## config.mk

```make
export PLATFORM = sky130hd
export DESIGN_NAME = first_seen_key_indexer
export DESIGN_NICKNAME = d
export VERILOG_FILES = /design/src/sv/fski_pkg.sv /design/src/sv/first_seen_key_indexer.sv /design/src/sv/fski_cell.sv
export SDC_FILE = /design/constraint.sdc
export NUM_CORES = 2
export LEC_CHECK = 0
export BUFFER_PORTS_ARGS = -buffer_cell sky130_fd_sc_hd__buf_2
export CAP_MARGIN = 20
export CORE_UTILIZATION = 55
export DETAILED_ROUTE_END_ITERATION = 6
export GPL_TIMING_DRIVEN = 0
export PLACE_DENSITY = 0.71
export REMOVE_ABC_BUFFERS = 1
export SETUP_SLACK_MARGIN = 0.05
export SYNTH_ARGS = -nofsm -noshare
export SYNTH_HDL_FRONTEND = slang
export SYNTH_SLANG_ARGS = --single-unit
```

## constraint.sdc

```tcl
create_clock -name clk -period 6.59 [get_ports clk]
set_clock_uncertainty 0.2 [all_clocks]
set_input_delay 0.3295 -clock clk [delete_from_list [all_inputs] [get_ports clk]]
set_output_delay 0.3295 -clock clk [all_outputs]
set_load 0.03 [all_outputs]
```

## src/sv/fski_pkg.sv

```systemverilog
// Package for the first-seen key indexer: request and result words,
// request and status codes, and the control word broadcast to the cells.
// No dependencies.
package fski_pkg;

  // Default number of cells in the key table.
  localparam int TableDepthDefault = 64;

  // Request codes.
  typedef enum logic [1:0] {
    REQ_CLASSIFY = 2'd0,
    REQ_START    = 2'd1,
    REQ_NEXT     = 2'd2,
    REQ_CLEAR    = 2'd3
  } req_type_t;

  // Result status codes.
  typedef enum logic [2:0] {
    ST_HIT       = 3'd0,
    ST_INSERTED  = 3'd1,
    ST_MALFORMED = 3'd2,
    ST_FULL      = 3'd3,
    ST_COUNT     = 3'd4,
    ST_ENTRY     = 3'd5,
    ST_NONE      = 3'd6,
    ST_CLEARED   = 3'd7
  } status_t;

  // Input word.
  typedef struct packed {
    req_type_t   req_type;
    logic [15:0] key_value;
    logic        malformed;
  } request_t;

  // Output word.
  typedef struct packed {
    status_t     status;
    logic [5:0]  entry_index;
    logic [15:0] entry_value;
    logic [6:0]  entry_count;
  } result_t;

  // Control broadcast to every cell of the chain.
  typedef struct packed {
    logic        find_key;  // 1: match on key, 0: match on the readout cursor
    logic        wr_en;     // store key into the cell selected by the write index
    logic [15:0] key;
  } cell_ctrl_t;

endpackage

```

## src/sv/first_seen_key_indexer.sv

```systemverilog
// A lookup or a readout step that walks the chain strobes its result once the
// search word has passed every cell; start readout, clear, refused items and
// readout steps with no entry left strobe straight from the evaluate state.
// One item at a time: the next word is taken in the strobe cycle, and the search
// word passes one cell per cycle. Reset clears the count and cursor; stored keys
// are kept and only read below the count.
module first_seen_key_indexer #(
  parameter int TABLE_DEPTH = fski_pkg::TableDepthDefault
) (
  input  logic               clk,
  input  logic               rst,
  input  logic               start,
  output logic               busy,
  input  fski_pkg::request_t req,
  output logic               done,
  output fski_pkg::result_t  result
);
  import fski_pkg::*;

  localparam int CntW = $clog2(TABLE_DEPTH + 1);
  localparam int IdxW = (TABLE_DEPTH > 1) ? $clog2(TABLE_DEPTH) : 1;
  localparam logic [CntW-1:0] FullCnt = CntW'(TABLE_DEPTH);

  typedef enum logic [2:0] {
    S_IDLE = 3'b001,
    S_EVAL = 3'b010,
    S_WALK = 3'b100
  } state_t;

  state_t          state, state_next;
  request_t        req_q;
  logic [CntW-1:0] used_count, used_count_next;
  logic [CntW-1:0] read_cursor, read_cursor_next;
  result_t         result_next;

  logic            accept, launch, finish_direct, finish_walk, insert;
  cell_ctrl_t      ctrl;
  status_t         status_sel;
  logic [IdxW-1:0] idx_sel;
  logic [15:0]     value_sel;
  logic [IdxW+5:0] idx_wide;
  logic [CntW+6:0] cnt_wide;

  logic            tok_valid [TABLE_DEPTH+1];
  logic            tok_hit   [TABLE_DEPTH+1];
  logic [IdxW-1:0] tok_idx   [TABLE_DEPTH+1];
  logic [15:0]     tok_value [TABLE_DEPTH+1];

  // Handshake and sequencing decisions.
  assign busy   = (state != S_IDLE);
  assign accept = start && !busy;
  assign launch = (state == S_EVAL) &&
                  (((req_q.req_type == REQ_CLASSIFY) && !req_q.malformed) ||
                   ((req_q.req_type == REQ_NEXT) && (read_cursor < used_count)));
  assign finish_direct = (state == S_EVAL) && !launch;
  assign finish_walk   = (state == S_WALK) && tok_valid[TABLE_DEPTH];
  assign insert = finish_walk && ctrl.find_key && !tok_hit[TABLE_DEPTH] &&
                  (used_count != FullCnt);

  // Broadcast to the cells.
  assign ctrl.find_key = (req_q.req_type == REQ_CLASSIFY);
  assign ctrl.wr_en    = insert;
  assign ctrl.key      = req_q.key_value;

  // Head of the chain.
  assign tok_valid[0] = launch;
  assign tok_hit[0]   = 1'b0;
  assign tok_idx[0]   = '0;
  assign tok_value[0] = '0;

  // The row of cells.
  for (genvar g = 0; g < TABLE_DEPTH; g++) begin : g_cell
    fski_cell #(
      .CntW (CntW),
      .IdxW (IdxW),
      .Idx  (g)
    ) u_cell (
      .clk       (clk),
      .rst       (rst),
      .ctrl      (ctrl),
      .count     (used_count),
      .cursor    (read_cursor),
      .wr_idx    (used_count[IdxW-1:0]),
      .in_valid  (tok_valid[g]),
      .in_hit    (tok_hit[g]),
      .in_idx    (tok_idx[g]),
      .in_value  (tok_value[g]),
      .out_valid (tok_valid[g+1]),
      .out_hit   (tok_hit[g+1]),
      .out_idx   (tok_idx[g+1]),
      .out_value (tok_value[g+1])
    );
  end

  // Result word and state updates for a finishing item.
  always_comb begin
    status_sel       = ST_NONE;
    idx_sel          = '0;
    value_sel        = '0;
    used_count_next  = used_count;
    read_cursor_next = read_cursor;
    if (finish_direct) begin
      case (req_q.req_type)
        REQ_CLASSIFY: begin
          status_sel = ST_MALFORMED;
        end
        REQ_START: begin
          if (used_count != '0) begin
            status_sel       = ST_COUNT;
            read_cursor_next = '0;
          end
        end
        REQ_CLEAR: begin
          status_sel      = ST_CLEARED;
          used_count_next = '0;
        end
        default: begin
          status_sel = ST_NONE;
        end
      endcase
    end else if (finish_walk) begin
      if (ctrl.find_key) begin
        if (tok_hit[TABLE_DEPTH]) begin
          status_sel = ST_HIT;
          idx_sel    = tok_idx[TABLE_DEPTH];
          value_sel  = tok_value[TABLE_DEPTH];
        end else if (used_count == FullCnt) begin
          status_sel = ST_FULL;
        end else begin
          status_sel      = ST_INSERTED;
          idx_sel         = used_count[IdxW-1:0];
          value_sel       = req_q.key_value;
          used_count_next = CntW'(used_count + 1'b1);
        end
      end else begin
        status_sel       = ST_ENTRY;
        idx_sel          = tok_idx[TABLE_DEPTH];
        value_sel        = tok_value[TABLE_DEPTH];
        read_cursor_next = CntW'(read_cursor + 1'b1);
      end
    end
  end

  // Output fields are the low bits of the index and count.
  assign idx_wide = {6'b0, idx_sel};
  assign cnt_wide = {7'b0, used_count_next};
  assign result_next.status      = status_sel;
  assign result_next.entry_index = idx_wide[5:0];
  assign result_next.entry_value = value_sel;
  assign result_next.entry_count = cnt_wide[6:0];

  // Sequencer next state.
  always_comb begin
    state_next = state;
    case (state)
      S_IDLE: begin
        if (accept) state_next = S_EVAL;
      end
      S_EVAL: begin
        state_next = launch ? S_WALK : S_IDLE;
      end
      S_WALK: begin
        if (tok_valid[TABLE_DEPTH]) state_next = S_IDLE;
      end
      default: begin
        state_next = S_IDLE;
      end
    endcase
  end

  // Control registers.
  always_ff @(posedge clk) begin
    if (rst) begin
      state       <= S_IDLE;
      used_count  <= '0;
      read_cursor <= '0;
      done        <= 1'b0;
    end else begin
      state       <= state_next;
      used_count  <= used_count_next;
      read_cursor <= read_cursor_next;
      done        <= finish_direct || finish_walk;
    end
  end

  // Request capture and result register.
  always_ff @(posedge clk) begin
    if (accept) begin
      req_q <= req;
    end
    if (finish_direct || finish_walk) begin
      result <= result_next;
    end
  end

endmodule

```

## src/sv/fski_cell.sv

```systemverilog
// One cell of the key table chain: holds one stored key and passes the
// search word on to its right-hand neighbor every cycle.
// Depends on fski_pkg.
module fski_cell #(
  parameter int CntW = 7,
  parameter int IdxW = 6,
  parameter int Idx  = 0
) (
  input  logic                clk,
  input  logic                rst,
  input  fski_pkg::cell_ctrl_t ctrl,
  input  logic [CntW-1:0]     count,
  input  logic [CntW-1:0]     cursor,
  input  logic [IdxW-1:0]     wr_idx,
  input  logic                in_valid,
  input  logic                in_hit,
  input  logic [IdxW-1:0]     in_idx,
  input  logic [15:0]         in_value,
  output logic                out_valid,
  output logic                out_hit,
  output logic [IdxW-1:0]     out_idx,
  output logic [15:0]         out_value
);
  import fski_pkg::*;

  localparam logic [CntW-1:0] MyCnt = CntW'(Idx);
  localparam logic [IdxW-1:0] MyIdx = IdxW'(Idx);

  logic [15:0] stored;
  logic        match;

  // Stored key; written only on an insert aimed at this cell.
  always_ff @(posedge clk) begin
    if (ctrl.wr_en && (wr_idx == MyIdx)) begin
      stored <= ctrl.key;
    end
  end

  // A live cell matches on its key during a lookup, or on its position during readout.
  assign match = (MyCnt < count) &&
                 (ctrl.find_key ? (stored == ctrl.key) : (MyCnt == cursor));

  // The search word advances one cell per cycle.
  always_ff @(posedge clk) begin
    if (rst) begin
      out_valid <= 1'b0;
    end else begin
      out_valid <= in_valid;
    end
  end

  // Live keys are distinct, so at most one cell along the chain takes the word.
  always_ff @(posedge clk) begin
    out_hit   <= in_hit | match;
    out_idx   <= match ? MyIdx : in_idx;
    out_value <= match ? stored : in_value;
  end

endmodule

```

==> impl_metrics.env <==
export IMPL_outcome="finished, violations left"
export IMPL_violations="DRC"
export IMPL_max_slew_worst_pin_slew_ns=1.321
export IMPL_cts_inserted_buffers=288
export IMPL_synth_top_area_share_pct=27.23
export IMPL_fill_cells=15910
export IMPL_drt_iter0_drc=12290
export IMPL_cp_arrival_ns=5.64
export IMPL_crit_fanout=45
export IMPL_setup_slack_ns=1.562
export IMPL_crit_path_start_kind="flip-flop"
export IMPL_nets=11440
export IMPL_max_clock_path_buffers=4
export IMPL_ys_types=86
export IMPL_layout_common_cells="nand2_1, dfxtp_1, edfxtp_1"
export IMPL_maxSlewViolCount=0
export IMPL_die_h_um=466.3
export IMPL_instances_no_fill=14460
export IMPL_die_area_mm2=0.2174
export IMPL_syn_to_final_growth_pct=15.61
export IMPL_drive_gt1_share_pct=12.33
export IMPL_routed_wl_mm=366.5
export IMPL_synth_area_leaders="edfxtp_1, dfxtp_1, xnor2_1"
export IMPL_wl_per_cell_um=25.34
export IMPL_cts_root_buf="clkbuf_16"
export IMPL_rows=170
export IMPL_cts_clk_slew_worst_paths_ns=0.06
export IMPL_fp_coreArea_mm2=0.2144
export IMPL_place_ws_ns=1.734
export IMPL_max_cap_violations=0
export IMPL_grt_overflow=0
export IMPL_dp_cells=13860
export IMPL_yosysWarnings=0
export IMPL_clock_latency_ns=0.97
export IMPL_start_util_pct=55.30
export IMPL_hpwl_mm=250.5
export IMPL_avgSynthCellArea_um2=10.31
export IMPL_portBuffers=55
export IMPL_dr_pass1_iters=7
export IMPL_fp_dieW_um=466.3
export IMPL_power_density_mw_per_mm2=249.7
export IMPL_hold_ws_ns=0.1927
export IMPL_cts_sinks=2566
export IMPL_setup_viol_count_final=0
export IMPL_synth_edf_count=1075
export IMPL_viasPerCell=6.657
export IMPL_place_area_mm2=0.1267
export IMPL_postSynthCellCount=11500
export IMPL_synth_area_mm2=0.1186
export IMPL_synth_seq_area_share_pct=52.41
export IMPL_grt_use_total_pct=32.59
export IMPL_cp_end_kind="flip-flop"
export IMPL_cts_tree="done"
export IMPL_required_ns=7.20
export IMPL_drc=72
export IMPL_gp_congestion=0.8816
export IMPL_grt_pass1_wl_mm=550.7
export IMPL_hp_class="reg -> reg"
export IMPL_synth_ff_type="dfxtp_1"
export IMPL_rsz0062_at_grt="no"
export IMPL_leakagePower_nw=54.00
export IMPL_synth_top_cell_by_area="edfxtp_1"
export IMPL_h_tree_depth=5
export IMPL_grt_pass1_vias=91620
export IMPL_max_freq_ghz=0.1989
export IMPL_final_util_pct=63.93
export IMPL_ir_drop_mv=0.2968
export IMPL_maxSlewHeadroom_pct=11.92
export IMPL_fin_crit_sh_pct=76.30
export IMPL_synth_seq_cells=2566
export IMPL_ioPinCount=56
export IMPL_critical_path_class="reg -> reg"
export IMPL_grt_max_degree=88
export IMPL_hold_violations=0
export IMPL_period_minus_slack_ns=5.028
export IMPL_antenna_found_initial=14
export IMPL_async_flop_share_pct=0
export IMPL_postLayoutCellArea_mm2=0.1371
export IMPL_dr_total_vias=96270
export IMPL_ant_nets=0
worst max-delay path, cell delays in order, from the launching register on:
cell,delay (ns)
edfxtp_1,1.02
or2_4,0.53
buf_16,0.30
buf_16,0.32
nand3_1,0.82
nor2_1,0.99
buf_4,0.33
a222oi_1,0.10
o211ai_1,0.19
synth_stat cells (28+ instances only):
cell / number
nor3_1: 186
o221ai_1: 128
a31oi_1: 55
o311a_1: 120
buf_1: 28
a221oi_1: 48
and3_1: 141
buf_4: 58
nand3_1: 853
o21ai_0: 153
inv_1: 158
buf_6: 51
nor2b_1: 137
nor2_1: 319
nor3b_1: 82
nor3_2: 32
dfxtp_1: 1491
and2_1: 92
o221a_2: 32
mux2_2: 208
nand2_1: 1485
or4_1: 51
xor2_1: 285
nand2b_1: 64
buf_2: 245
edfxtp_1: 1075
a21oi_1: 134
nor4_1: 60
a222oi_1: 112
o211a_1: 223
a311o_1: 64
a211o_1: 67
o211ai_1: 340
o2bb2ai_1: 112
or4b_1: 59
xnor2_1: 744
o311ai_0: 172
clkbuf_1: 600
nand4_1: 689
or3_1: 271
layer usage:
layer  track usage (%)  vias up  wire, µm
met4             17.74        8     21690
met2             52.09     5321    169700
met1             41.68    47030    140300
li1                  -    42800         -
met3             6.179     1123     34740
met5            0.3953        -        53
final cells by class:
cell class              instances  area, µm²  area share, %
clock inverters                88      765.7         0.5587
clock buffers                 419       8429          6.150
inverters                     158      593.1         0.4327
well taps                    2838       3551          2.591
multi-input cells            7797      51930          37.89
flip-flops and latches       2566      62140          45.33
diodes                          7      17.52        0.01278
repair buffers                590       9639          7.032
metrics by stage:
| step | power [W] | TNS, ns |
|---|---|---|
| 6_report | 0.03422 | 0 |
| 3_5_place_dp | 0.01875 | 0 |
| 5_1_grt | 0.03507 | 0 |
| 2_1_floorplan | 0.01789 | 0 |
| 4_1_cts | 0.03429 | 0 |
| 3_3_place_gp | 0.01846 | -6812.88 |
cell families after synthesis:
family | count (synthesis) | share of synthesized area [%]
multiplexers | 208 | 1.976
XOR/XNOR | 1029 | 7.602
adder cells (fa/ha/maj) | 15 | 0.1583
buffers and inverters | 1141 | 4.379
AND/OR/NAND/NOR | 4665 | 20.43
AO/OA/AOI/OAI | 1880 | 13.05
flip-flops | 2566 | 52.41
where the power goes:
group | total [W] | leakage [nW] | switching, W | internal [W]
logic | 0.00175 | 27.8 | 0.000972 | 0.000780
registers | 0.0167 | 21.7 | 0.0000835 | 0.0166
clock network | 0.0158 | 4.52 | 0.00645 | 0.00931
state kept, by name (all words and copies together), names as in the netlist, 7 cells and up:
register / count
g_cell.u_cell.out_value: 1024
result: 32
ctrl: 16
g_cell.u_cell.out_valid: 64
g_cell.u_cell.out_hit: 64
g_cell.u_cell.stored: 1024
used_count: 7
read_cursor: 7
g_cell.u_cell.out_idx: 321
worst paths after layout:
path	depth (start not counted)	end	slack (ns)	from
setup / recovery	8	g_cell[25].u_cell.out_value[0]	1.56	req_q[17]
hold / removal	1	g_cell[39].u_cell.out_idx[2]	0.19	g_cell[38].u_cell.out_idx[2]
setup reg to reg	8	g_cell[25].u_cell.out_value[0]	1.56	req_q[17]
hold reg to reg	1	g_cell[39].u_cell.out_idx[2]	0.19	g_cell[38].u_cell.out_idx[2]
timing repair:
action                    CTS  global route
gates resized for setup     0             0
hold endpoints to repair   69             0
hold buffers               40             0
buffers inserted            0             0
Power figures use the tool's default switching activity.
